--- config.mk ---
export PLATFORM = sky130hd
export DESIGN_NAME = oes_ram
export DESIGN_NICKNAME = d
export VERILOG_FILES = /design/src/hw/rtl/oes_ram.sv
export SDC_FILE = /design/constraint.sdc
export NUM_CORES = 1
export LEC_CHECK = 0
export ABC_AREA = 0
export BUFFER_PORTS_ARGS = -buffer_cell sky130_fd_sc_hd__clkbuf_2
export CORE_ASPECT_RATIO = 1.4
export CORE_MARGIN = 4
export CORE_UTILIZATION = 40
export DETAILED_ROUTE_END_ITERATION = 16
export MAX_ROUTING_LAYER = met4
export PLACE_DENSITY = 0.68
export SYNTH_ARGS = -nofsm -noshare
export SYNTH_HDL_FRONTEND = slang
export SYNTH_SLANG_ARGS = --single-unit
--- constraint.sdc ---
create_clock -name clock -period 1.7 [get_ports clock]
set_input_delay 0.17 -clock clock [delete_from_list [all_inputs] [get_ports clock]]
set_output_delay 0.17 -clock clock [all_outputs]
set_load 0.02 [all_outputs]
--- src/hw/rtl/oes_ram.sv ---
`timescale 1ns / 1ps

module oes_ram #(
   parameter int WIDTH = 8,
   parameter int DEPTH = 16,
   localparam int AW = (DEPTH > 1) ? $clog2(DEPTH) : 1
) (
   input  logic             clock,
   input  logic             wr_en,
   input  logic [AW-1:0]    wr_addr,
   input  logic [WIDTH-1:0] wr_data,
   input  logic             rd_en,
   input  logic [AW-1:0]    rd_addr,
   output logic [WIDTH-1:0] rd_data
);

   logic [WIDTH-1:0] mem_ff [DEPTH];
   logic [WIDTH-1:0] rd_data_ff;

   always_ff @(posedge clock) begin
      if (wr_en) begin
         mem_ff[wr_addr] <= wr_data;
      end
      if (rd_en) begin
         rd_data_ff <= mem_ff[rd_addr];
      end
   end

   assign rd_data = rd_data_ff;

endmodule

==> parameters.txt <==
Parameter                              Value

Synthesis
  Post-Synthesis Net Count    248
  Count of unique library cells instantiated by Yosys    18
  FF+latch count, synth    136
  Proportion of synthesized chip area in sequential cells    0.781
  Number of warning messages in the yosys log    0
  Summed instance area of the synthesized netlist    5230 sq um
  Post-Syn Instances    229
  Average instance area after synthesis    22.8 sq um

Global routing
  Leftover overflow at the end of global routing    0
  Antenna violations before repair    0
  All-Layer GR Usage    0.156
  Number of global-route vias before repair    2733
  Global-route wire length before repair    16.3 mm
  Largest net degree at the start of global routing    22

Critical path
  Startpoint-to-endpoint class of the critical path    reg -> reg
  Worst setup SP type    flop
  Capture point of the worst reg-to-reg path    rd_data[3]
  Worst reg2reg path startpoint    mem_ff[0][3]
  Crit path DAT    1.60 ns
  Worst endpoint required time    1.86 ns
  Highest fanout seen on the critical path    1
  Critical Path End Type    flop
  Reg-to-reg setup timing slack    0.26 ns
  Cells on worst reg2reg path    3

Timing
  Worst slew margin relative to its limit    0.736
  Clk_skew    0.00541 ns
  Transition time of the tightest slew-check pin    0.396 ns
  Crit path time final    1.44 ns
  RSZ-0062 raised after global routing    false
  Final count of hold timing violations    0
  Final-layout worst hold slack    0.170 ns
  Final number of setup-violating endpoints    0
  Final worst path period share    0.845
  Highest clock frequency the design can meet    0.696 GHz
  Smallest setup slack after layout    0.263 ns
  Max-slew violation total from the final report    0

Clock network
  Number of sinks driven by the clock tree    136
  Clock root buffer master    sky130_fd_sc_hd__clkbuf_16
  Clock network latency to the later pin of the worst-skew pair    0.41 ns
  Number of buffers created by CTS    17
  CTS tree    done
  Number of buffers inserted to repair setup after CTS    0
  CTS H-tree lvls    4
  Clock-pin slew on the worst setup and hold paths    0.06 ns
  Post-CTS Hold Fix Bufs    0
  Number of buffers on the longest clock path    2
  Total of cells resized after clock tree synthesis    0

Min path
  Worst Min Path Start    rd_en
  Hold path depth    1
  Hold Path Sink    rd_data[7]
  Worst hold path type    in -> reg

Final layout
  Commonest non-fill, non-tap cell in the layout    sky130_fd_sc_hd__edfxtp_1
  Post-Layout Cell Count    457
  Fraction of final layout cells sized beyond drive strength 1    0.332
  Post-route cell area    6280 sq um
  Final antenna diode count    0
  Commonest cells after routing, fill and taps aside    sky130_fd_sc_hd__edfxtp_1 (136), sky130_fd_sc_hd__clkbuf_2 (26), sky130_fd_sc_hd__buf_4 (25)
  Area growth from synthesis to layout    20.1%
  Final net count    310

Detailed routing
  Number of design rule violations left after detail routing    0
  1st-iter DRT viols    197
  Residual antenna-violating net count after detailed routing    0
  Number of vias in the routed layout    2519
  First-pass DRT Iterations    4
  Final Routed Wirelength    10.3 mm
  Average detailed-routed wire length per instance    22.5 microns
  Vias/cell    5.51

Floorplanning
  I/O Pins    27
  Number of placement rows    49
  Y dimension of the die    143 microns
  Initial Utilization    0.408
  Chip width    105 microns
  Area of the core    12800 sq um
  Die Outline Area    15000 sq um

Job
  Number of violations of the max-capacitance limit    0

Pwr
  IR Drop Worst-Case VDD    841 uV
  Leakage    2.15 nW
  Overall power consumption    7.77 mW
  Cell area power density    1240 nW/um^2

Place
  HPWL reported at the end of detailed placement    6.70 mm
  Placed Instance Area    5690 sq um
  Placer Congestion    0.739
  Pre-CTS setup slack    0.00791 ns
  Number of cells in the design after placement    425
  Port Buffer Count    26

Outcome
  Run status    complete, no violations
-- synthesized netlist by cell type --
cell	count	area, sq um
sky130_fd_sc_hd__and2_1	1	6.26
sky130_fd_sc_hd__nand3_1	1	5.00
sky130_fd_sc_hd__buf_2	3	15.0
sky130_fd_sc_hd__nor2_1	13	48.8
sky130_fd_sc_hd__nand2_1	9	33.8
sky130_fd_sc_hd__a22oi_1	16	120
sky130_fd_sc_hd__nand2b_1	2	12.5
sky130_fd_sc_hd__nor3_1	4	20.0
sky130_fd_sc_hd__or3b_2	1	8.76
sky130_fd_sc_hd__nand3b_1	2	15.0
sky130_fd_sc_hd__mux4_1	14	368
sky130_fd_sc_hd__nor2b_1	1	6.26
sky130_fd_sc_hd__clkdlybuf4s25_2	3	30.0
sky130_fd_sc_hd__buf_6	3	33.8
sky130_fd_sc_hd__and2b_1	1	7.51
sky130_fd_sc_hd__mux4_2	18	405
sky130_fd_sc_hd__edfxtp_1	136	4080
sky130_fd_sc_hd__buf_4	1	7.51
-- worst max path at each step --
stage	startpoint	to	slack, ns	cells after the start
finish	mem_ff[0][3]	rd_data[3]	0.26	3
global route	mem_ff[1][2]	rd_data[2]	0.16	3
CTS	mem_ff[1][2]	rd_data[2]	0.24	3
detailed placement	rd_addr[0]	rd_data[2]	0.008	5
global placement	rd_addr[0]	rd_data[1]	-0.005	5
floorplan	wr_addr[2]	mem_ff[0][0]	0.04	2
-- sequential cells by signal, indices dropped and copies added (netlist names) --
name and count:
mem_ff 128, rd_data 8
-- per-layer routing --
| layer | vias to the layer above | part of all wire | global-route usage |
|---|---|---|---|
| met5 | - | 0 | - |
| met4 | 0 | 0.017 | 0.0622 |
| met3 | 16 | 0.046 | 0.0412 |
| met2 | 83 | 0.53 | 0.263 |
| met1 | 1311 | 0.41 | 0.179 |
| li1 | 1109 | - | - |
-- metrics by stage --
step	setup TNS, ns	util
detailed placement	0	0.444
finish	0	0.490
global placement	-0.00512	0.444
floorplan	0	-
global route	0	0.490
CTS	0	0.490
-- final cells by class --
cell class / instances / area, sq um
tap: 153 / 191
multi-input combinational: 83 / 1060
sequential: 136 / 4080
clock inverter: 13 / 155
timing repair buffer: 53 / 358
clock buffer: 19 / 433
fill: 1030 / 6540
-- worst max-delay path: stages, from the launching register on --
cell	delay, ns
sky130_fd_sc_hd__edfxtp_1	0.40
sky130_fd_sc_hd__mux4_1	0.51
sky130_fd_sc_hd__a22oi_1	0.20
sky130_fd_sc_hd__nand2_1	0.08
-- report_power, final --
group	switching (mW)	internal [mW]	leakage [nW]
Clock	1.31	2.29	0.284
Sequential	0.0199	3.78	1.24
Combinational	0.211	0.154	0.629
Total	1.54	6.23	2.15
-- cell families after synthesis --
family / synth area share
compound gates: 0.0230
buf+inv: 0.0165
flops: 0.781
mux: 0.148
simple gates: 0.0314
No activity file was read; power rests on OpenSTA's default activity.
