[src/hw/rtl/oes_pkg.sv]
`timescale 1ns / 1ps

package oes_pkg;

   localparam int MAX_POINTS_DEF = 128;

   // transaction field widths
   localparam int POS_W    = 20;
   localparam int PERIOD_W = 16;
   localparam int CFG_W    = 16;
   localparam int NUM_W    = 8;
   localparam int CNT_W    = 7;

   // internal widths
   localparam int VEL_W    = 32;
   localparam int ALPHA_W  = 17;
   localparam int CUTOFF_W = 24;

   // serial arithmetic units
   localparam int MUL_A_W  = 40;
   localparam int MUL_B_W  = 32;
   localparam int PROD_W   = 64;
   localparam int DIV_N_W  = 64;
   localparam int DIV_D_W  = 44;
   localparam int SQRT_I_W = 64;
   localparam int SQRT_O_W = 32;

   // round(2*pi*2^16)
   localparam logic [18:0] TWO_PI_Q16 = 19'd411775;
   localparam logic [CUTOFF_W-1:0] CUTOFF_MAX = 24'hFF_FFFF;

   // register map
   localparam int CSR_IDX_W = 2;
   localparam logic [CSR_IDX_W-1:0] CSR_MIN_CUTOFF = 2'd0;
   localparam logic [CSR_IDX_W-1:0] CSR_SPEED_GAIN = 2'd1;
   localparam logic [CSR_IDX_W-1:0] CSR_D_CUTOFF   = 2'd2;
   localparam logic [CSR_IDX_W-1:0] CSR_NUM_POINTS = 2'd3;

   localparam logic [CFG_W-1:0] MIN_CUTOFF_RST = 16'd256;
   localparam logic [CFG_W-1:0] SPEED_GAIN_RST = 16'd0;
   localparam logic [CFG_W-1:0] D_CUTOFF_RST   = 16'd256;
   localparam logic [NUM_W-1:0] NUM_POINTS_RST = 8'd68;

endpackage

[src/hw/rtl/oes_mul.sv]
`timescale 1ns / 1ps

// Shift-add multiplier, one bit of b per cycle.
module oes_mul #(
   parameter int A_W = oes_pkg::MUL_A_W,
   parameter int B_W = oes_pkg::MUL_B_W,
   parameter int P_W = oes_pkg::PROD_W
) (
   input  logic           clock,
   input  logic           reset,
   input  logic           start,
   input  logic [A_W-1:0] a,
   input  logic [B_W-1:0] b,
   output logic           done,
   output logic [P_W-1:0] prod
);

   localparam int C_W = (B_W > 1) ? $clog2(B_W) : 1;

   logic           busy_ff, done_ff;
   logic [C_W-1:0] cnt_ff;
   logic [P_W-1:0] acc_ff, a_sh_ff;
   logic [B_W-1:0] b_sh_ff;

   always_ff @(posedge clock) begin
      if (reset) begin
         busy_ff <= 1'b0;
         done_ff <= 1'b0;
         cnt_ff  <= '0;
      end else begin
         done_ff <= 1'b0;
         if (start) begin
            busy_ff <= 1'b1;
            cnt_ff  <= '0;
         end else if (busy_ff) begin
            cnt_ff <= cnt_ff + 1'b1;
            if (cnt_ff == C_W'(B_W - 1)) begin
               busy_ff <= 1'b0;
               done_ff <= 1'b1;
            end
         end
      end
   end

   always_ff @(posedge clock) begin
      if (start) begin
         acc_ff  <= '0;
         a_sh_ff <= P_W'(a);
         b_sh_ff <= b;
      end else if (busy_ff) begin
         if (b_sh_ff[0]) begin
            acc_ff <= acc_ff + a_sh_ff;
         end
         a_sh_ff <= {a_sh_ff[P_W-2:0], 1'b0};
         b_sh_ff <= {1'b0, b_sh_ff[B_W-1:1]};
      end
   end

   assign done = done_ff;
   assign prod = acc_ff;

endmodule

[config.mk]
export PLATFORM = sky130hd
export DESIGN_NAME = oes_mul
export DESIGN_NICKNAME = d
export VERILOG_FILES = /design/src/hw/rtl/oes_pkg.sv /design/src/hw/rtl/oes_mul.sv
export SDC_FILE = /design/constraint.sdc
export NUM_CORES = 1
export LEC_CHECK = 0
export BUFFER_PORTS_ARGS = -buffer_cell sky130_fd_sc_hd__buf_2
export CELL_PAD_IN_SITES_DETAIL_PLACEMENT = 0
export CELL_PAD_IN_SITES_GLOBAL_PLACEMENT = 1
export CORE_MARGIN = 5
export CORE_UTILIZATION = 45
export CTS_BUF_LIST = sky130_fd_sc_hd__clkbuf_8 sky130_fd_sc_hd__clkbuf_16
export CTS_CLUSTER_SIZE = 25
export DETAILED_ROUTE_END_ITERATION = 16
export PLACE_DENSITY_LB_ADDON = 0.1
export SETUP_SLACK_MARGIN = 0.1
export SYNTH_ARGS = -nofsm -noshare
export SYNTH_HDL_FRONTEND = slang
export SYNTH_SLANG_ARGS = --single-unit
[constraint.sdc]
create_clock -name clock -period 4.34 [get_ports clock]
set_input_delay 0.434 -clock clock [delete_from_list [all_inputs] [get_ports clock]]
set_output_delay 0.434 -clock clock [all_outputs]
set_load 0.02 [all_outputs]
==> results.md <==
- Run status: complete, no violations
- Yosys cell types: 70
- Comb pwr share: 18.4%
- Clk buf depth: 2
- Routed via count: 8,286
- Sequential cell area: 4065 um2
- Cell repeated most along the worst path: o21ai_0
- Net switching power: 0.001327 W
- HP Class: input pin to register
- Crit-path max cell delay: 0.69 ns
- Port bufs: 139
- Final min period: 3.667 ns
- Final ANT Viol Nets: 0
- Setup TNS Final: 0 ns
- Layout net count: 1,337
- WL/cell: 17.66 um
- Post-route setup slack: 0.6725 ns
- Final hold vios: 0
- Initial antenna violation count: 0
- Fill cells: 2,140
- DIE HEIGHT: 160.1 um
- Sw Ratio: 31.50%
- Synth Warn #: 0
- Full die area: 25,620 um2
- Critical-path cell list: ha_1, nand3_1, a211oi_1, o21ai_0, a21oi_1, o21ai_0, a2111oi_1, nor2_1, o31ai_1, mux2i_1, o22ai_1
- Tcrit/Tclk final: 84.50%
- Number of synthesized flops with an enable pin: 72
- DR iter-0 viols: 478
- First-pass DRT Iterations: 5
- Startpoint types: register
- Crit end category: register
- Clk pwr share: 38.3%
- Via/cell ratio: 5.546
- Cell Area, Synth: 10,130 um2
- Setup CP Type: register to register
- Data required, critical path: 4.62 ns
- Io pins: 140
- Arr. time, crit path: 3.95 ns
- Gr ovfl total: 0
- Power density over the cells: 360.6 nW/um2
- DRC viols: 0
- Core area: 22,430 um2
- Post-CTS sizing: 0
- Skew final: 0.02047 ns
- Vias in the first global route: 8,434
- Layout cells sized above 1: 22.17%
- Synth async-reset ratio: 0%
- Tot GR Track Use: 20.53%
- Aggregate routed wire length: 26,390 um
- Root Buffer: clkbuf_16
- Slew Limit Headroom: 27.66%
- Synth-to-layout area growth: 15.31%
- Largest net degree at the start of global routing: 73
- Syn Nets: 1,227
- Dpl cell area: 11,040 um2
- Synth Flop Type: dfxtp_1
- Finished Layout Cells: 1,494
- Die X: 160.1 um
- Slew Viols, Final: 0
- Dpl cells: 1,462
- HPWL Detailed: 19,380 um
- Most frequent cells in the layout: buf_2 (138), nand2_1 (126), a21oi_1 (115)
- RSZ-0062 raised after global routing: no
- Fmax: 272.7 MHz
- Row cnt: 55
- Slew of the pin with the lowest slew margin: 1.085 ns
- Antenna fix cells: 0
- Hold_buf cts: 0
- CTS Buf Count: 17
- Syn_area_per_cell: 9.330 um2
- H-tree depth: 4
- Worst slack at placement: 0.7653 ns
- Internal Pwr Total: 0.002886 W
- Gate Count Post-Synth: 1,086
- Max VDD drop: 0.2155 mV
- FF+latch count, synth: 167
- Clk Latency, worst-skew pair: 0.44 ns
- Max-cap viol count: 0
- CTS tree: done
- Initial Util: 45.16%
- Flop pwr share: 43.3%
- Post-route cell area: 11,680 um2
- CP max-delay cell: a2111oi_1
- Commonest non-fill, non-tap cell in the layout: buf_2
- Post-CTS Setup Inserts: 0
- First-pass GRT wire length: 43,590 um
- Leakage power: 5.130 nW
- Register area share after synthesis: 40.11%
- Clock Sinks: 167
- Multi-input gate area: 5784 um2
- Final setup vio count: 0
- Clock transition at path regs: 0.08 ns
- Final GP Congestion: 0.8638
- Hold_ws: 0.1730 ns
- CP Max Fanout: 6
## cells by family (layout without fill, tap and decap cells)
| kind of cell | after synthesis | count (layout) | synth area share (%) |
|---|---|---|---|
| buf+inv | 76 | 199 | 2.828 |
| mux | 99 | 99 | 10.69 |
| xor+xnor | 50 | 50 | 4.322 |
| flops | 167 | 167 | 40.11 |
| compound gates | 308 | 308 | 19.35 |
| simple gates | 320 | 320 | 14.47 |
| fa+ha+maj | 66 | 66 | 8.224 |
## power by group through the flow
stage	Sequential (W)	Clock [W]	Combinational (W)
2_1_floorplan	0.00188	0	0.000540
3_3_place_gp	0.00186	0	0.000778
3_5_place_dp	0.00186	0	0.000776
4_1_cts	0.00183	0.00165	0.000781
5_1_grt	0.00184	0.00171	0.000862
6_report	0.00182	0.00161	0.000775
## critical path, delay by kind of cell (launching register included)
| family | cells | cell delay (ns) |
|---|---|---|
| simple gates | 2 | 0.33 |
| fa+ha+maj | 1 | 0.43 |
| mux | 1 | 0.24 |
| flops | 1 | 0.42 |
| compound gates | 7 | 2.09 |
## per-layer routing
layer / GRT usage (%) / wire length, um
met5: 0 / 0
met4: 4.028 / 172
met2: 33.08 / 11960
met1: 28.21 / 12740
met3: 5.187 / 1513
## area by class of cell
cell class | count | area share (%)
clock buffer | 17 | 3.641
inverter | 19 | 0.6104
tap | 285 | 3.052
clock inverter | 15 | 1.842
sequential | 167 | 34.79
multi-input combinational | 843 | 49.51
timing repair buffer | 148 | 6.554
## registers in the layout (all words and copies together), names as in the netlist
signal   cells
a_sh_ff     64
prod        64
b_sh_ff     32
cnt_ff       5
busy_ff      1
done         1
## per-stage QoR
step,util (%),total power [W]
floorplan,-,0.002416
global placement,49.22,0.002636
detailed placement,49.22,0.002637
CTS,52.08,0.004261
global route,52.08,0.004408
finish,52.08,0.004213
## synth_stat cells (8+ instances only)
library cell | instances | share of area, %
a21oi_1 | 115 | 5.7
nand2_1 | 126 | 4.7
o21bai_1 | 16 | 1.2
dfxtp_1 | 95 | 19
a21o_1 | 48 | 3.6
mux2i_1 | 28 | 2.8
mux2_2 | 70 | 7.8
clkbuf_1 | 50 | 1.9
inv_1 | 19 | 0.70
and3_1 | 9 | 0.56
o21ai_0 | 50 | 2.5
nor2b_1 | 11 | 0.68
a211oi_1 | 9 | 0.67
nor3_1 | 13 | 0.64
ha_1 | 65 | 8.0
nor2_1 | 81 | 3.0
xnor2_1 | 28 | 2.4
edfxtp_1 | 72 | 21
o211ai_1 | 8 | 0.59
xor2_1 | 22 | 1.9
nand4_1 | 18 | 1.1
nand3_1 | 24 | 1.2
## worst paths after layout
| path | cells past startpoint | from | slack [ns] | end |
|---|---|---|---|---|
| worst max register to register | 11 | a_sh_ff[12] | 0.67 | prod[62] |
| worst min-delay path | 2 | reset | 0.17 | busy_ff |
| worst min register to register | 2 | prod[33] | 0.47 | prod[33] |
| worst max-delay path | 11 | a_sh_ff[12] | 0.67 | prod[62] |
Power figures use the tool's default switching activity.
