===== config.mk =====
export PLATFORM = sky130hd
export DESIGN_NAME = oes_div
export DESIGN_NICKNAME = d
export VERILOG_FILES = /design/src/hw/rtl/oes_pkg.sv /design/src/hw/rtl/oes_div.sv
export SDC_FILE = /design/constraint.sdc
export NUM_CORES = 1
export LEC_CHECK = 0
export BUFFER_PORTS_ARGS = -buffer_cell sky130_fd_sc_hd__buf_2
export CORE_MARGIN = 2
export CORE_UTILIZATION = 55
export DETAILED_ROUTE_END_ITERATION = 6
export GPL_TIMING_DRIVEN = 0
export PLACE_DENSITY = 0.79
export SLEW_MARGIN = 20
export SYNTH_ARGS = -nofsm -noshare
export SYNTH_HDL_FRONTEND = slang
export SYNTH_SLANG_ARGS = --single-unit

===== constraint.sdc =====
create_clock -name clock -period 3.5 [get_ports clock]
set_input_delay 0.525 -clock clock [delete_from_list [all_inputs] [get_ports clock]]
set_output_delay 0.525 -clock clock [all_outputs]
set_load 0.05 [all_outputs]

===== src/hw/rtl/oes_pkg.sv =====
`timescale 1ns / 1ps

package oes_pkg;

   localparam int MAX_POINTS_DEF = 128;

   // transaction field widths
   localparam int POS_W    = 20;
   localparam int PERIOD_W = 16;
   localparam int CFG_W    = 16;
   localparam int NUM_W    = 8;
   localparam int CNT_W    = 7;

   // internal widths
   localparam int VEL_W    = 32;
   localparam int ALPHA_W  = 17;
   localparam int CUTOFF_W = 24;

   // serial arithmetic units
   localparam int MUL_A_W  = 40;
   localparam int MUL_B_W  = 32;
   localparam int PROD_W   = 64;
   localparam int DIV_N_W  = 64;
   localparam int DIV_D_W  = 44;
   localparam int SQRT_I_W = 64;
   localparam int SQRT_O_W = 32;

   // round(2*pi*2^16)
   localparam logic [18:0] TWO_PI_Q16 = 19'd411775;
   localparam logic [CUTOFF_W-1:0] CUTOFF_MAX = 24'hFF_FFFF;

   // register map
   localparam int CSR_IDX_W = 2;
   localparam logic [CSR_IDX_W-1:0] CSR_MIN_CUTOFF = 2'd0;
   localparam logic [CSR_IDX_W-1:0] CSR_SPEED_GAIN = 2'd1;
   localparam logic [CSR_IDX_W-1:0] CSR_D_CUTOFF   = 2'd2;
   localparam logic [CSR_IDX_W-1:0] CSR_NUM_POINTS = 2'd3;

   localparam logic [CFG_W-1:0] MIN_CUTOFF_RST = 16'd256;
   localparam logic [CFG_W-1:0] SPEED_GAIN_RST = 16'd0;
   localparam logic [CFG_W-1:0] D_CUTOFF_RST   = 16'd256;
   localparam logic [NUM_W-1:0] NUM_POINTS_RST = 8'd68;

endpackage


===== src/hw/rtl/oes_div.sv =====
`timescale 1ns / 1ps

// Restoring divider, one quotient bit per cycle.
module oes_div #(
   parameter int N_W = oes_pkg::DIV_N_W,
   parameter int D_W = oes_pkg::DIV_D_W
) (
   input  logic           clock,
   input  logic           reset,
   input  logic           start,
   input  logic [N_W-1:0] dividend,
   input  logic [D_W-1:0] divisor,
   output logic           done,
   output logic [N_W-1:0] quotient
);

   localparam int C_W = $clog2(N_W);

   logic           busy_ff, done_ff;
   logic [C_W-1:0] cnt_ff;
   logic [D_W-1:0] rem_ff, dvs_ff;
   logic [N_W-1:0] quo_ff;
   logic [D_W:0]   shifted, diff;
   logic           ge;

   assign shifted = {rem_ff, quo_ff[N_W-1]};
   assign ge      = shifted >= {1'b0, dvs_ff};
   assign diff    = shifted - {1'b0, dvs_ff};

   always_ff @(posedge clock) begin
      if (reset) begin
         busy_ff <= 1'b0;
         done_ff <= 1'b0;
         cnt_ff  <= '0;
      end else begin
         done_ff <= 1'b0;
         if (start) begin
            busy_ff <= 1'b1;
            cnt_ff  <= '0;
         end else if (busy_ff) begin
            cnt_ff <= cnt_ff + 1'b1;
            if (cnt_ff == C_W'(N_W - 1)) begin
               busy_ff <= 1'b0;
               done_ff <= 1'b1;
            end
         end
      end
   end

   always_ff @(posedge clock) begin
      if (start) begin
         rem_ff <= '0;
         dvs_ff <= divisor;
         quo_ff <= dividend;
      end else if (busy_ff) begin
         rem_ff <= ge ? diff[D_W-1:0] : shifted[D_W-1:0];
         quo_ff <= {quo_ff[N_W-2:0], ge};
      end
   end

   assign done     = done_ff;
   assign quotient = quo_ff;

endmodule


==> flow_metrics.py <==
metrics = {
    "setup_path": {
        "setup.worst_path.end_class": "flip-flop",
        "start_kind": "flip-flop",
        "critPathRequiredTime_ps": 3850,
        "cp_max_fo": 10,
        "r2r-start": "dvs_ff[27]",
        "cp.arrival_ps": 3660,
        "r2r-end": "rem_ff[25]",
        "r2r_slack_ps": 180,
        "r2r_cells": 14,
        "crit_type": "flip-flop to flip-flop",
    },
    "sta": {
        "skew_ps": 14.9,
        "timing.fmax_mhz": 301,
        "post-route-min-period_ps": 3320,
        "slew_violations": 0,
        "slew_headroom_pct": 49.3,
        "tightest_slew_ps": 760,
        "finalHoldViolCount": 0,
        "setup_violations": 0,
        "period_share_pct": 94.8,
        "rsz0062_at_grt": "no",
        "finalWorstSetupSlack_ps": 181,
    },
    "detailed_routing": {
        "drt-initial-drc-count": 692,
        "vias": 7694,
        "dr.pass1.iters": 5,
        "viasPerCell": 5.82,
        "routed_wl_um": 24300,
        "drc": 0,
        "final_antenna_net_count": 0,
        "routedWlPerCell_um": 18.4,
    },
    "place": {
        "dp_cells": 1289,
        "hpwl_um": 18100,
        "dp_slack_ps": -235,
        "port_buffers": 175,
        "globalplace.congestion": 0.971,
    },
    "clock_network": {
        "cts_tree": "built",
        "cts_root_buffer": "clkbuf_16",
        "numCtsBuffers": 17,
        "cts_num_sinks": 160,
        "clk_path_buf_depth": 2,
        "htree_num_levels": 4,
        "clkLatencyLatePin_ps": 440,
        "path_clk_slew_ps": 70,
    },
    "yosys": {
        "ys_types": 72,
        "synth_seq_area_share_pct": 46.4,
        "synth-seq-cells": 160,
        "synth_ff_type": "edfxtp_1",
        "synth-xor-area-share_pct": 3.32,
        "synthAdderAreaFrac_pct": 6.31,
        "yosys.area_share.simple_pct": 13.2,
        "synthArstFlopShare_pct": 0,
        "syn_area_sq_um": 9240,
        "synth_compound_area_share_pct": 17.4,
        "synth-edff-count": 108,
        "syn_nets": 1050,
        "synthCells": 893,
        "syn_area_per_cell_sq_um": 10.3,
        "synthMuxAreaShare_pct": 8.46,
        "synth_top_family_by_area": "compound AO/OA/AOI/OAI gates",
        "ys_warn_count": 0,
    },
    "global_route": {
        "grt-ovfl-total": 0,
        "grt_max_degree": 48,
        "grt_pass1_wl_um": 39400,
        "first_global_vias": 7788,
        "track_usage_pct": 28.0,
        "antenna_found_initial": 0,
    },
    "power_and_ir_drop": {
        "p_total_w": 0.00577,
        "irDropWorstVdd_mv": 0.396,
        "power_leakage_nw": 4.57,
        "p_per_area_nw_per_um2": 522,
    },
    "flow_run": {
        "drv_cap": 0,
    },
    "run_status": {
        "status": "complete, no violations",
    },
    "floorplan": {
        "die_area_sq_um": 17900,
        "dieWidth_um": 134,
        "initial_core_util_pct": 55.9,
        "core-area_sq_um": 16500,
        "rows": 47,
        "die_h_um": 134,
        "num_io_pins": 176,
    },
    "final_layout": {
        "drive_above_1_share_pct": 30.8,
        "diodes": 0,
        "fin_util_pct": 66.9,
        "final_cell_mix": "buf_2 (181), edfxtp_1 (108), nand2_1 (91)",
        "area_growth_pct": 19.7,
        "final_common_cell": "buf_2",
        "fin_cells": 1322,
        "fillCellCount": 1350,
        "nets": 1246,
    },
    "worst_hold_path": {
        "holdCritStartpoint": "reset",
        "worstHoldEndpoint": "busy_ff",
        "whs_path_depth": 2,
        "hold_class": "input port to flip-flop",
    },
}
[cell families after synthesis]
group                      after synthesis
AOI/OAI and AO/OA                      216
xor gates and xnor gates                35
adders and majority gates               46
buffers and inverters                  106
DFF                                    160
muxes                                   70
and+or+nand+nor                        260
[per-layer routing]
metal | vias to the layer above | routed length [um] | GRT usage, %
met5 | - | 0 | 0
met4 | 0 | 618 | 10.8
met3 | 48 | 2060 | 7.91
met2 | 330 | 11500 | 45.9
met1 | 3635 | 10100 | 35.4
li1 | 3681 | - | -
[registers in the layout, indices dropped and copies added (netlist names)]
register	cells
busy_ff	1
dvs_ff	44
done	1
cnt_ff	6
quotient	64
rem_ff	44
[per-stage QoR]
| step | area, sq um | TNS (ps) | hold WS, ps |
|---|---|---|---|
| after floorplan | 9240 | 0 | 445 |
| after CTS | 11000 | 0 | 234 |
| after global routing | 11100 | 0 | 234 |
| final | 11100 | 0 | 242 |
| after global placement | 10400 | -91880 | 472 |
| after detailed placement | 10400 | -9990 | 481 |
[worst max path at each step]
stage / startpoint / depth (start not counted) / endpoint / slack (ps)
CTS: dvs_ff[18] / 11 / rem_ff[39] / 200
floorplan: quotient[63] / 12 / rem_ff[34] / 380
global placement: start / 5 / quotient[49] / -1440
global route: dvs_ff[37] / 13 / rem_ff[25] / 30
finish: dvs_ff[27] / 14 / rem_ff[25] / 180
detailed placement: start / 6 / quotient[57] / -230
[repair_timing]
item / CTS / global route
hold buffers: 0 / 0
resized for setup: 0 / 5
setup endpoints to repair: 0 / 5
hold endpoints to repair: 0 / 0
buffers inserted: 0 / 1
[cell usage after synthesis (6+ instances only)]
| cell type | n | area share, % |
|---|---|---|
| xor2_1 | 12 | 1.1 |
| o21a_1 | 6 | 0.49 |
| nand2_2 | 6 | 0.41 |
| a21oi_1 | 65 | 3.5 |
| xnor2_1 | 23 | 2.2 |
| a21o_1 | 14 | 1.1 |
| nand2b_1 | 11 | 0.74 |
| clkbuf_1 | 30 | 1.2 |
| a211oi_1 | 6 | 0.49 |
| mux2_2 | 65 | 7.9 |
| nand2_1 | 91 | 3.7 |
| a31oi_1 | 6 | 0.41 |
| edfxtp_1 | 108 | 35 |
| dfxtp_1 | 52 | 11 |
| o21ai_0 | 31 | 1.7 |
| a311oi_2 | 25 | 4.1 |
| nor3_1 | 6 | 0.32 |
| nand3_1 | 19 | 1.0 |
| nor2_1 | 75 | 3.0 |
| o21bai_1 | 11 | 0.89 |
| nand4_1 | 16 | 1.1 |
| inv_1 | 58 | 2.4 |
| ha_1 | 45 | 6.1 |
| buf_2 | 7 | 0.38 |
[final cells by class]
class	instances	area [sq um]	share of cell area, %
well taps	220	275	2.49
plain buffers	47	239	2.16
clock buffers	17	425	3.85
inverters	59	224	2.03
repair buffers	177	906	8.19
multi-input cells	627	4520	40.9
flip-flops and latches	160	4280	38.7
clock inverters	15	181	1.64
[worst max-delay path, stage by stage (launching register included)]
cell	delay, ps
edfxtp_1	330
inv_1	50
ha_1	270
clkbuf_1	360
nand4_1	180
nor2_1	120
nand2_1	60
nor4_1	440
a211o_1	270
nor4_4	80
nand2_1	140
buf_4	210
buf_2	310
nand2_1	130
a311oi_2	260
[power breakdown]
| group | internal, W | switching, W |
|---|---|---|
| Combinational | 0.000549 | 0.00103 |
| Clock | 0.000968 | 0.000912 |
| Sequential | 0.00221 | 0.0000993 |
| Total | 0.00373 | 0.00204 |
Note: power is estimated with default switching activity, not from simulation.
