===== src/hw/rtl/oes_pkg.sv =====
`timescale 1ns / 1ps

package oes_pkg;

   localparam int MAX_POINTS_DEF = 128;

   // transaction field widths
   localparam int POS_W    = 20;
   localparam int PERIOD_W = 16;
   localparam int CFG_W    = 16;
   localparam int NUM_W    = 8;
   localparam int CNT_W    = 7;

   // internal widths
   localparam int VEL_W    = 32;
   localparam int ALPHA_W  = 17;
   localparam int CUTOFF_W = 24;

   // serial arithmetic units
   localparam int MUL_A_W  = 40;
   localparam int MUL_B_W  = 32;
   localparam int PROD_W   = 64;
   localparam int DIV_N_W  = 64;
   localparam int DIV_D_W  = 44;
   localparam int SQRT_I_W = 64;
   localparam int SQRT_O_W = 32;

   // round(2*pi*2^16)
   localparam logic [18:0] TWO_PI_Q16 = 19'd411775;
   localparam logic [CUTOFF_W-1:0] CUTOFF_MAX = 24'hFF_FFFF;

   // register map
   localparam int CSR_IDX_W = 2;
   localparam logic [CSR_IDX_W-1:0] CSR_MIN_CUTOFF = 2'd0;
   localparam logic [CSR_IDX_W-1:0] CSR_SPEED_GAIN = 2'd1;
   localparam logic [CSR_IDX_W-1:0] CSR_D_CUTOFF   = 2'd2;
   localparam logic [CSR_IDX_W-1:0] CSR_NUM_POINTS = 2'd3;

   localparam logic [CFG_W-1:0] MIN_CUTOFF_RST = 16'd256;
   localparam logic [CFG_W-1:0] SPEED_GAIN_RST = 16'd0;
   localparam logic [CFG_W-1:0] D_CUTOFF_RST   = 16'd256;
   localparam logic [NUM_W-1:0] NUM_POINTS_RST = 8'd68;

endpackage


===== src/hw/rtl/oes_sqrt.sv =====
`timescale 1ns / 1ps

// Integer square root, one root bit (two radicand bits) per cycle.
module oes_sqrt #(
   parameter int O_W = oes_pkg::SQRT_O_W,
   localparam int I_W = 2 * O_W
) (
   input  logic           clock,
   input  logic           reset,
   input  logic           start,
   input  logic [I_W-1:0] radicand,
   output logic           done,
   output logic [O_W-1:0] root
);

   localparam int C_W = (O_W > 1) ? $clog2(O_W) : 1;

   logic           busy_ff, done_ff;
   logic [C_W-1:0] cnt_ff;
   logic [I_W-1:0] v_sh_ff;
   logic [O_W+1:0] rem_ff;
   logic [O_W-1:0] root_ff;
   logic [O_W+3:0] shifted, trial, diff;
   logic           ge;

   assign shifted = {rem_ff, v_sh_ff[I_W-1 -: 2]};
   assign trial   = {2'b00, root_ff, 2'b01};
   assign ge      = shifted >= trial;
   assign diff    = shifted - trial;

   always_ff @(posedge clock) begin
      if (reset) begin
         busy_ff <= 1'b0;
         done_ff <= 1'b0;
         cnt_ff  <= '0;
      end else begin
         done_ff <= 1'b0;
         if (start) begin
            busy_ff <= 1'b1;
            cnt_ff  <= '0;
         end else if (busy_ff) begin
            cnt_ff <= cnt_ff + 1'b1;
            if (cnt_ff == C_W'(O_W - 1)) begin
               busy_ff <= 1'b0;
               done_ff <= 1'b1;
            end
         end
      end
   end

   always_ff @(posedge clock) begin
      if (start) begin
         v_sh_ff <= radicand;
         rem_ff  <= '0;
         root_ff <= '0;
      end else if (busy_ff) begin
         v_sh_ff <= {v_sh_ff[I_W-3:0], 2'b00};
         rem_ff  <= ge ? diff[O_W+1:0] : shifted[O_W+1:0];
         root_ff <= {root_ff[O_W-2:0], ge};
      end
   end

   assign done = done_ff;
   assign root = root_ff;

endmodule


===== config.mk =====
export PLATFORM = sky130hd
export DESIGN_NAME = oes_sqrt
export DESIGN_NICKNAME = d
export VERILOG_FILES = /design/src/hw/rtl/oes_pkg.sv /design/src/hw/rtl/oes_sqrt.sv
export SDC_FILE = /design/constraint.sdc
export NUM_CORES = 1
export LEC_CHECK = 0
export BUFFER_PORTS_ARGS = -buffer_cell sky130_fd_sc_hd__buf_2
export CAP_MARGIN = 20
export CORE_ASPECT_RATIO = 0.6
export CORE_MARGIN = 3
export CORE_UTILIZATION = 30
export CTS_CLUSTER_DIAMETER = 30
export DETAILED_ROUTE_END_ITERATION = 10
export HOLD_SLACK_MARGIN = 0.02
export PLACE_DENSITY = 0.46
export SYNTH_ARGS = -nofsm -noshare
export SYNTH_HDL_FRONTEND = slang
export SYNTH_SLANG_ARGS = --single-unit

===== constraint.sdc =====
create_clock -name clock -period 3.6 [get_ports clock]
set_input_delay 0.36 -clock clock [delete_from_list [all_inputs] [get_ports clock]]
set_output_delay 0.36 -clock clock [all_outputs]
set_load 0.02 [all_outputs]

==> impl_metrics.py, run 1 <==
metrics = {
    "status": {
        "outcome": "complete, no violations",
    },
    "place": {
        "post-place-ws_ns": 0.3990,
        "gp_congestion": 0.7912,
        "placed_cell_area_um2": 8173,
        "hpwlAfterDp_mm": 12.08,
        "placedCellCount": 1099,
        "port_buffers": 99,
    },
    "logic_synthesis": {
        "synth_top_area_share": 0.2626,
        "synthesis.area_um2": 7320,
        "syn_avg_cell_area_um2": 10.37,
        "ys_types": 55,
        "async_flop_share": 0,
        "ys_seq_elements": 137,
        "synth_warnings": 0,
        "synth_flop_cell": "dfxtp_1",
        "syn_nets": 809,
        "synth_enable_flop_cells": 64,
        "syn_inst": 706,
        "yosysTopAreaCell": "edfxtp_1",
        "ys_top_cells_by_area": "edfxtp_1 (26%), dfxtp_1 (20%), mux2_2 (9.5%)",
        "ys_seq_area_frac": 0.4622,
    },
    "timing": {
        "tightestPinTransition_ns": 0.8423,
        "max_slew_margin": 0.4385,
        "setup_viol": 0,
        "layout_setup_ws_ns": 0.3542,
        "hold_slack_ns": 0.1477,
        "rsz0062_at_grt": "no",
        "fmax_mhz": 308.1,
        "finClkSkew_ns": 0.009205,
        "tns_ns": 0,
        "fin_crit_sh": 0.9016,
        "hold_violations": 0,
        "drv_slew": 0,
        "final.min_clock_period_ns": 3.246,
    },
    "global_routing": {
        "grt_pass1_wl_mm": 28.21,
        "grt_max_degree": 126,
        "grt_util_all_layers": 0.1354,
        "gr-total-overflow": 0,
        "grt_pass1_vias": 4944,
        "antenna_found_initial": 0,
    },
    "cells_and_area": {
        "final_area_um2": 8733,
        "area_growth_pct": 19.32,
        "drive_above_1_share": 0.2684,
        "utilization": 0.3715,
        "instances_no_fill": 1131,
        "fillers": 2314,
        "fin_nets": 906,
        "diodes": 0,
    },
    "setup_path": {
        "crit_start": "root[14]",
        "path_max_fanout": 29,
        "endpoint": "rem_ff[7]",
        "crit_arrival_ns": 3.60,
        "critPathKind": "flop to flop",
        "r2r-end": "rem_ff[7]",
        "rr_worst_depth": 12,
        "end_kind": "flop",
        "crit_required_ns": 3.95,
        "reg2reg_slack_ns": 0.35,
        "r2r_start": "root[14]",
        "worstSetupStartpointType": "flop",
    },
    "drt": {
        "vias": 5311,
        "drt_first_iter_violations": 321,
        "drc": 0,
        "first_pass_iters": 5,
        "wirelength_mm": 17.52,
        "routedWlPerCell_um": 15.49,
        "viasPerCell": 4.696,
        "ant_nets": 0,
    },
    "clocking": {
        "cts_hold_repair.buffers": 0,
        "clk_latency_ns": 0.44,
        "cts_tree": "yes",
        "cts_sinks": 137,
        "clockBufferDepth": 2,
        "path_clk_slew_ns": 0.06,
        "numCtsBuffers": 17,
        "clockRootBuffer": "clkbuf_16",
        "cts_setup_buffers": 0,
        "h-tree-depth": 4,
        "ctsResizeCount": 0,
    },
    "power_and_ir_drop": {
        "total_power_mw": 7.000,
        "power-per-cell-area_nw_per_um2": 801.5,
        "leakagePower_nw": 3.537,
        "peakVddDrop_mv": 0.3508,
    },
    "die": {
        "start_util": 0.3113,
        "die_h_um": 127.0,
        "io_pins": 100,
        "rows": 43,
        "fp.coreArea_um2": 23510,
        "dieArea_um2": 26370,
        "die_w_um": 207.7,
    },
    "hold_path": {
        "hold_path.class": "primary input to flop",
        "worstHoldPathCells": 2,
    },
    "flow_run": {
        "drv_cap": 0,
    },
}
-- cells in the final DEF (no fill, tap or decap), drive strengths merged, types with 8 or more instances in the layout --
cell,Yosys,layout
mux2i,41,41
nand2b,8,8
edfxtp,64,64
xor2,14,14
clkinv,0,9
a21oi,53,53
mux2,62,62
ha,36,36
a21o,14,14
nand2,27,27
dfxtp,73,73
nor2,99,99
inv,40,41
o21ai,26,26
buf,17,112
clkbuf,17,18
a211oi,26,26
xnor2,19,19
-- logic make-up (layout without fill, tap and decap cells) --
| kind of cell | Yosys count | count (layout) | synth area share |
|---|---|---|---|
| and+or+nand+nor | 165 | 165 | 0.09675 |
| AOI/OAI and AO/OA | 158 | 158 | 0.1455 |
| DFF | 137 | 137 | 0.4622 |
| muxes | 103 | 103 | 0.1515 |
| buffers and inverters | 74 | 184 | 0.04308 |
| adders and majority gates | 36 | 36 | 0.06154 |
| xor gates and xnor gates | 33 | 33 | 0.03949 |
-- sequential cells by signal (all words and copies together) (netlist names) --
name,flops
cnt_ff,5
v_sh_ff,64
busy_ff,1
root,32
rem_ff,34
done,1
-- metal layers --
layer  share of wire  track usage  up-vias
met5               0            0        -
met4           0.012      0.04752        0
met3           0.038      0.03804       13
met2            0.37       0.1693       75
met1            0.58       0.2148     2488
li1                -            -     2735
-- synth_stat cells, types with 2 or more instances --
library cell	count
and3_1	2
nand4_1	4
buf_6	2
a211oi_2	6
a211oi_1	20
clkbuf_1	17
a21oi_2	2
nor2_1	99
a211o_1	2
inv_1	40
o41ai_1	2
a41oi_1	2
nand2_1	27
a32oi_1	3
xor2_1	14
a31oi_1	3
o21ai_0	21
nor3_1	6
and2_1	5
o21bai_1	6
o221ai_1	2
dfxtp_1	73
xnor2_1	19
nand3_1	5
o22ai_1	3
o21ai_1	5
edfxtp_1	64
a21o_1	14
mux2i_1	41
o21a_1	4
mux2_2	62
nor2b_1	3
or3_1	2
nand2b_1	8
buf_2	6
a21oi_1	51
ha_1	36
buf_1	7
o31a_1	2
-- power breakdown --
| group | switching, mW | internal (mW) | leakage, nW | total (mW) |
|---|---|---|---|---|
| sequential | 0.140 | 1.85 | 1.24 | 1.99 |
| combinational | 1.84 | 1.45 | 2.02 | 3.30 |
| clock | 0.702 | 1.01 | 0.277 | 1.71 |
| total | 2.69 | 4.31 | 3.54 | 7.00 |
-- how the worst min path moves through the flow --
| stage | slack [ns] | end | from |
|---|---|---|---|
| 3_3_place_gp | 0.46 | rem_ff[0] | rem_ff[0] |
| 6_report | 0.15 | busy_ff | reset |
| 3_5_place_dp | 0.47 | rem_ff[0] | rem_ff[0] |
| 4_1_cts | 0.13 | busy_ff | reset |
| 2_1_floorplan | 0.43 | busy_ff | reset |
| 5_1_grt | 0.13 | busy_ff | reset |
-- final cells by class --
cell class,instances,area (um2),share of cell area
tap,315,394.1,0.04513
clock buffer,18,429.2,0.04914
clock inverter,14,131.4,0.01504
multi-input combinational,495,3621,0.4146
sequential,137,3387,0.3878
timing repair buffer,112,620.6,0.07106
inverter,40,150.1,0.01719
-- worst max-delay path, cell delays in order (launching register included) --
cell and delay, ns:
dfxtp_1 0.37, inv_1 0.06, ha_1 0.41, nand4_1 0.23
nor4_1 0.30, o21ai_1 0.13, o211ai_2 0.15, a21oi_2 0.14
and2_1 0.16, o31a_2 0.43, buf_12 0.22, o31a_1 0.32
a211oi_2 0.21
Power figures use the tool's default switching activity.
==> inputs of run 2 (changes only) <==
GPL_TIMING_DRIVEN = 0   (was default)
==> run 2 against run 1 <==
Worst setup slack got worse by 0.088 ns. Hold slack improved by 0.017 ns. Via count increased by 4.1%. Design area increased by 0.32%. Die area unchanged. Core utilization increased by 0.12 points. Combinational power increased by 5%. Largest cell class unchanged. Highest routed layer unchanged.
==> impl_metrics.py, run 2 (synthesized netlist as in run 1, its figures left out) <==
metrics = {
    "status": {
        "outcome": "complete, no violations",
    },
    "clocking": {
        "numCtsBuffers": 17,
        "cts_setup_buffers": 0,
        "clockBufferDepth": 2,
        "path_clk_slew_ns": 0.06,
        "cts_hold_repair.buffers": 0,
        "cts_sinks": 137,
        "ctsResizeCount": 0,
        "clockRootBuffer": "clkbuf_16",
        "cts_tree": "yes",
        "h-tree-depth": 4,
        "clk_latency_ns": 0.43,
    },
    "cells_and_area": {
        "final_cell_mix": "buf_2 (104), nor2_1 (99), dfxtp_1 (73)",
        "largest_register_ffs": 64,
        "diodes": 0,
        "drive_above_1_share": 0.2512,
        "multi_input_area_um2": 3621,
        "utilization": 0.3726,
        "layout_commonest_cell": "buf_2",
        "instances_no_fill": 1151,
        "regMostFlops": "v_sh_ff",
        "fin_nets": 926,
        "area_growth_pct": 19.69,
        "register_area_um2": 3383,
        "fillers": 2402,
    },
    "place": {
        "hpwlAfterDp_mm": 14.21,
        "port_buffers": 98,
        "post-place-ws_ns": 0.3631,
        "placedCellCount": 1119,
        "gp_congestion": 0.8087,
    },
    "global_routing": {
        "grt_util_all_layers": 0.1494,
        "antenna_found_initial": 0,
        "grt_pass1_vias": 5264,
        "grt_pass1_wl_mm": 30.91,
        "grt_max_degree": 66,
        "gr-total-overflow": 0,
    },
    "timing": {
        "fmax_mhz": 299.9,
        "hold_violations": 0,
        "fin_crit_sh": 0.9261,
        "setup_viol": 0,
        "hold_slack_ns": 0.1651,
        "final.min_clock_period_ns": 3.334,
        "rsz0062_at_grt": "no",
        "drv_slew": 0,
        "tightestPinTransition_ns": 1.015,
        "max_slew_margin": 0.3144,
        "layout_setup_ws_ns": 0.2659,
        "finClkSkew_ns": 0.007677,
    },
    "die": {
        "dieArea_um2": 26370,
        "die_w_um": 207.7,
        "die_h_um": 127.0,
        "start_util": 0.3113,
        "fp.coreArea_um2": 23510,
        "rows": 43,
        "io_pins": 100,
    },
    "power_and_ir_drop": {
        "power-per-cell-area_nw_per_um2": 816.9,
        "leakagePower_nw": 3.529,
        "peakVddDrop_mv": 0.4329,
    },
    "setup_path": {
        "worstSetupStartpointType": "flop",
        "r2r-end": "rem_ff[33]",
        "rr_worst_depth": 12,
        "reg2reg_slack_ns": 0.27,
        "crit_start": "root[1]",
        "crit_required_ns": 3.88,
        "end_kind": "flop",
        "endpoint": "rem_ff[33]",
        "crit_arrival_ns": 3.62,
        "critPathKind": "flop to flop",
        "r2r_start": "root[1]",
        "path_max_fanout": 4,
    },
    "drt": {
        "vias": 5531,
        "viasPerCell": 4.805,
        "first_pass_iters": 4,
        "drc": 0,
        "ant_nets": 0,
        "drt_first_iter_violations": 246,
        "routedWlPerCell_um": 16.91,
        "wirelength_mm": 19.46,
    },
    "hold_path": {
        "hold_path.class": "primary input to flop",
        "hold_start": "reset",
        "worstHoldPathCells": 2,
    },
    "flow_run": {
        "drv_cap": 0,
    },
}
## run 2: changes by cell type in the layout (fill, tap and decap cells not counted), moves of 2 or more
| cell | delta |
|---|---|
| buf_1 | +7 |
| buf_2 | +6 |
| buf_12 | -2 |
| clkbuf_1 | +19 |
| buf_6 | +2 |
| clkinv_1 | +2 |
| clkinv_2 | -2 |
| buf_4 | -11 |
## run 2: power by group
group | total (mW) | internal, mW | switching (mW)
sequential | 1.99 | 1.85 | 0.133
combinational | 3.48 | 1.45 | 2.03
clock | 1.69 | 1.02 | 0.670
## run 2: per-stage QoR
| stage | setup TNS (ns) | cell area, um2 | total power, mW |
|---|---|---|---|
| CTS | 0 | 8761 | 7.205 |
| global placement | -0.8640 | 8204 | 5.493 |
| finish | 0 | 8761 | 7.156 |
| global route | 0 | 8761 | 7.683 |
| floorplan | 0 | 7320 | 4.614 |
| detailed placement | 0 | 8207 | 5.461 |
## run 2: cell type report
type / instances / share of cell area
multi-input combinational: 495 / 0.4133
timing repair buffer: 98 / 0.05598
sequential: 137 / 0.3862
clock inverter: 11 / 0.01185
tap: 315 / 0.04499
clock buffer: 21 / 0.05141
buffer: 34 / 0.01885
inverter: 40 / 0.01742
## run 2: how the worst min path moves through the flow
stage	end
2_1_floorplan	busy_ff
3_3_place_gp	rem_ff[0]
3_5_place_dp	rem_ff[0]
4_1_cts	busy_ff
5_1_grt	busy_ff
6_report	busy_ff
## run 2: critical path, cell delays in order, from the launching register on
cell	delay [ns]
dfxtp_1	0.45
inv_1	0.07
ha_1	0.36
o21a_1	0.15
o221ai_1	0.16
a21boi_1	0.41
a41oi_2	0.28
o21ai_1	0.21
and2_1	0.31
a21oi_1	0.19
o21ai_0	0.31
xnor2_1	0.17
o22ai_1	0.11
## run 2: per-layer routing
layer  up-vias  wire length (um)  GRT usage
met5         -                 0          0
met4         0               158    0.03564
met3        13               757    0.03755
met2        96              7471     0.1926
met1      2639             11070     0.2421
li1       2783                 -          -
==> inputs of run 3 (changes only) <==
RECOVER_POWER = 50   (was default)
==> run 3 against run 2 <==
Design area shrank 0.47%. Critical path depth did not move. Wire length grew 0.26%. Final cell count unchanged. Clock skew barely moved. Core utilization down 0.18 points. Register-to-register slack gained 0.02 ns.
==> impl_metrics.py, run 3 (synthesized netlist as in run 1, its figures left out) <==
metrics = {
    "status": {
        "outcome": "complete, no violations",
    },
    "clocking": {
        "cts_setup_buffers": 0,
        "numCtsBuffers": 17,
        "cts_sinks": 137,
        "clockBufferDepth": 2,
        "h-tree-depth": 4,
        "path_clk_slew_ns": 0.06,
        "cts_hold_repair.buffers": 0,
        "ctsResizeCount": 0,
        "clockRootBuffer": "clkbuf_16",
        "clk_latency_ns": 0.43,
        "cts_tree": "yes",
    },
    "timing": {
        "hold_violations": 0,
        "fmax_mhz": 301.4,
        "layout_setup_ws_ns": 0.2824,
        "fin_crit_sh": 0.9216,
        "rsz0062_at_grt": "no",
        "setup_viol": 0,
        "finClkSkew_ns": 0.007314,
        "hold_slack_ns": 0.1581,
        "max_slew_margin": 0.3417,
        "tightestPinTransition_ns": 0.9747,
        "drv_slew": 0,
        "final.min_clock_period_ns": 3.318,
    },
    "cells_and_area": {
        "drive_above_1_share": 0.2045,
        "final_cell_mix": "nor2_1 (99), dfxtp_1 (73), buf_2 (71)",
        "fin_nets": 926,
        "largest_register_ffs": 64,
        "layout_commonest_cell": "nor2_1",
        "fillers": 2410,
        "area_growth_pct": 19.13,
        "diodes": 0,
        "instances_no_fill": 1151,
        "regMostFlops": "v_sh_ff",
    },
    "place": {
        "gp_congestion": 0.8087,
        "placedCellCount": 1119,
        "hpwlAfterDp_mm": 14.21,
        "port_buffers": 98,
        "post-place-ws_ns": 0.3631,
    },
    "setup_path": {
        "end_kind": "flop",
        "worstSetupStartpointType": "flop",
        "path_max_fanout": 4,
        "crit_required_ns": 3.88,
        "critPathKind": "flop to flop",
        "crit_arrival_ns": 3.60,
    },
    "power_and_ir_drop": {
        "leakagePower_nw": 3.384,
        "peakVddDrop_mv": 0.4342,
        "total_power_mw": 7.149,
        "power-per-cell-area_nw_per_um2": 819.9,
    },
    "drt": {
        "ant_nets": 0,
        "met3_length_um": 750,
        "drt_first_iter_violations": 342,
        "routedWlPerCell_um": 16.95,
        "viasPerCell": 4.802,
        "first_pass_iters": 4,
        "met2RoutedLength_mm": 7.450,
        "routed.top_layer": "met4",
        "m1WireLength_mm": 11.14,
        "wirelength_mm": 19.51,
        "vias": 5527,
        "drc": 0,
    },
    "die": {
        "fp.coreArea_um2": 23510,
        "start_util": 0.3113,
        "dieArea_um2": 26370,
        "die_h_um": 127.0,
        "rows": 43,
        "die_w_um": 207.7,
        "io_pins": 100,
    },
    "hold_path": {
        "hold_path.class": "primary input to flop",
    },
    "global_routing": {
        "grt_max_degree": 66,
        "grt_util_all_layers": 0.1494,
        "gr-total-overflow": 0,
        "antenna_found_initial": 0,
        "grt_pass1_wl_mm": 30.91,
        "grt_pass1_vias": 5264,
    },
    "flow_run": {
        "drv_cap": 0,
    },
}
[run 3: changes by cell type in the layout (fill, tap and decap cells not counted)]
cell	delta
buf_2	-33
mux2_1	+6
mux2_2	-6
and2_1	-1
buf_1	-7
clkbuf_1	+40
and2_0	+1
[run 3: report_power, final]
group	switching, mW	internal, mW	total [mW]
registers	0.132	1.85	1.98
logic	2.02	1.45	3.47
clock network	0.673	1.02	1.70
total	2.83	4.32	7.15
[run 3: area by class of cell]
type	count	area, um2	area share
plain buffers	34	165.2	0.01894
clock buffers	21	450.4	0.05166
clock inverters	11	103.9	0.01191
inverters	40	152.6	0.01751
multi-input cells	495	3621	0.4153
flip-flops and latches	137	3383	0.3880
well taps	315	394.1	0.04520
repair buffers	98	449.2	0.05151
[run 3: final timing paths]
check / from / endpoint / slack (ns) / cells past startpoint
min: reset / busy_ff / 0.16 / 2
max reg2reg: root[1] / rem_ff[33] / 0.28 / 12
min reg2reg: rem_ff[0] / rem_ff[0] / 0.47 / 2
max: root[1] / rem_ff[33] / 0.28 / 12
[run 3: metal layers]
metal  up-vias  GRT usage
li1       2785          -
met1      2633     0.2421
met2        95     0.1926
met3        14    0.03755
met4         0    0.03564
met5         -          0
[run 3: stage by stage]
| stage | utilization | setup TNS, ns | area (um2) |
|---|---|---|---|
| 5_1_grt | 0.3709 | 0 | 8720 |
| 6_report | 0.3709 | 0 | 8720 |
| 4_1_cts | 0.3726 | 0 | 8761 |
| 2_1_floorplan | - | 0 | 7320 |
| 3_5_place_dp | 0.3491 | 0 | 8207 |
| 3_3_place_gp | 0.3489 | -0.8640 | 8204 |
[run 3: worst max-delay path, cell delays in order, from the launching register on]
cell,delay [ns]
dfxtp_1,0.44
inv_1,0.07
ha_1,0.24
or3_1,0.38
o221ai_1,0.27
a21boi_1,0.21
a41oi_2,0.39
o21ai_1,0.12
and2_1,0.24
a21oi_1,0.31
o21ai_0,0.21
xnor2_1,0.19
o22ai_1,0.10
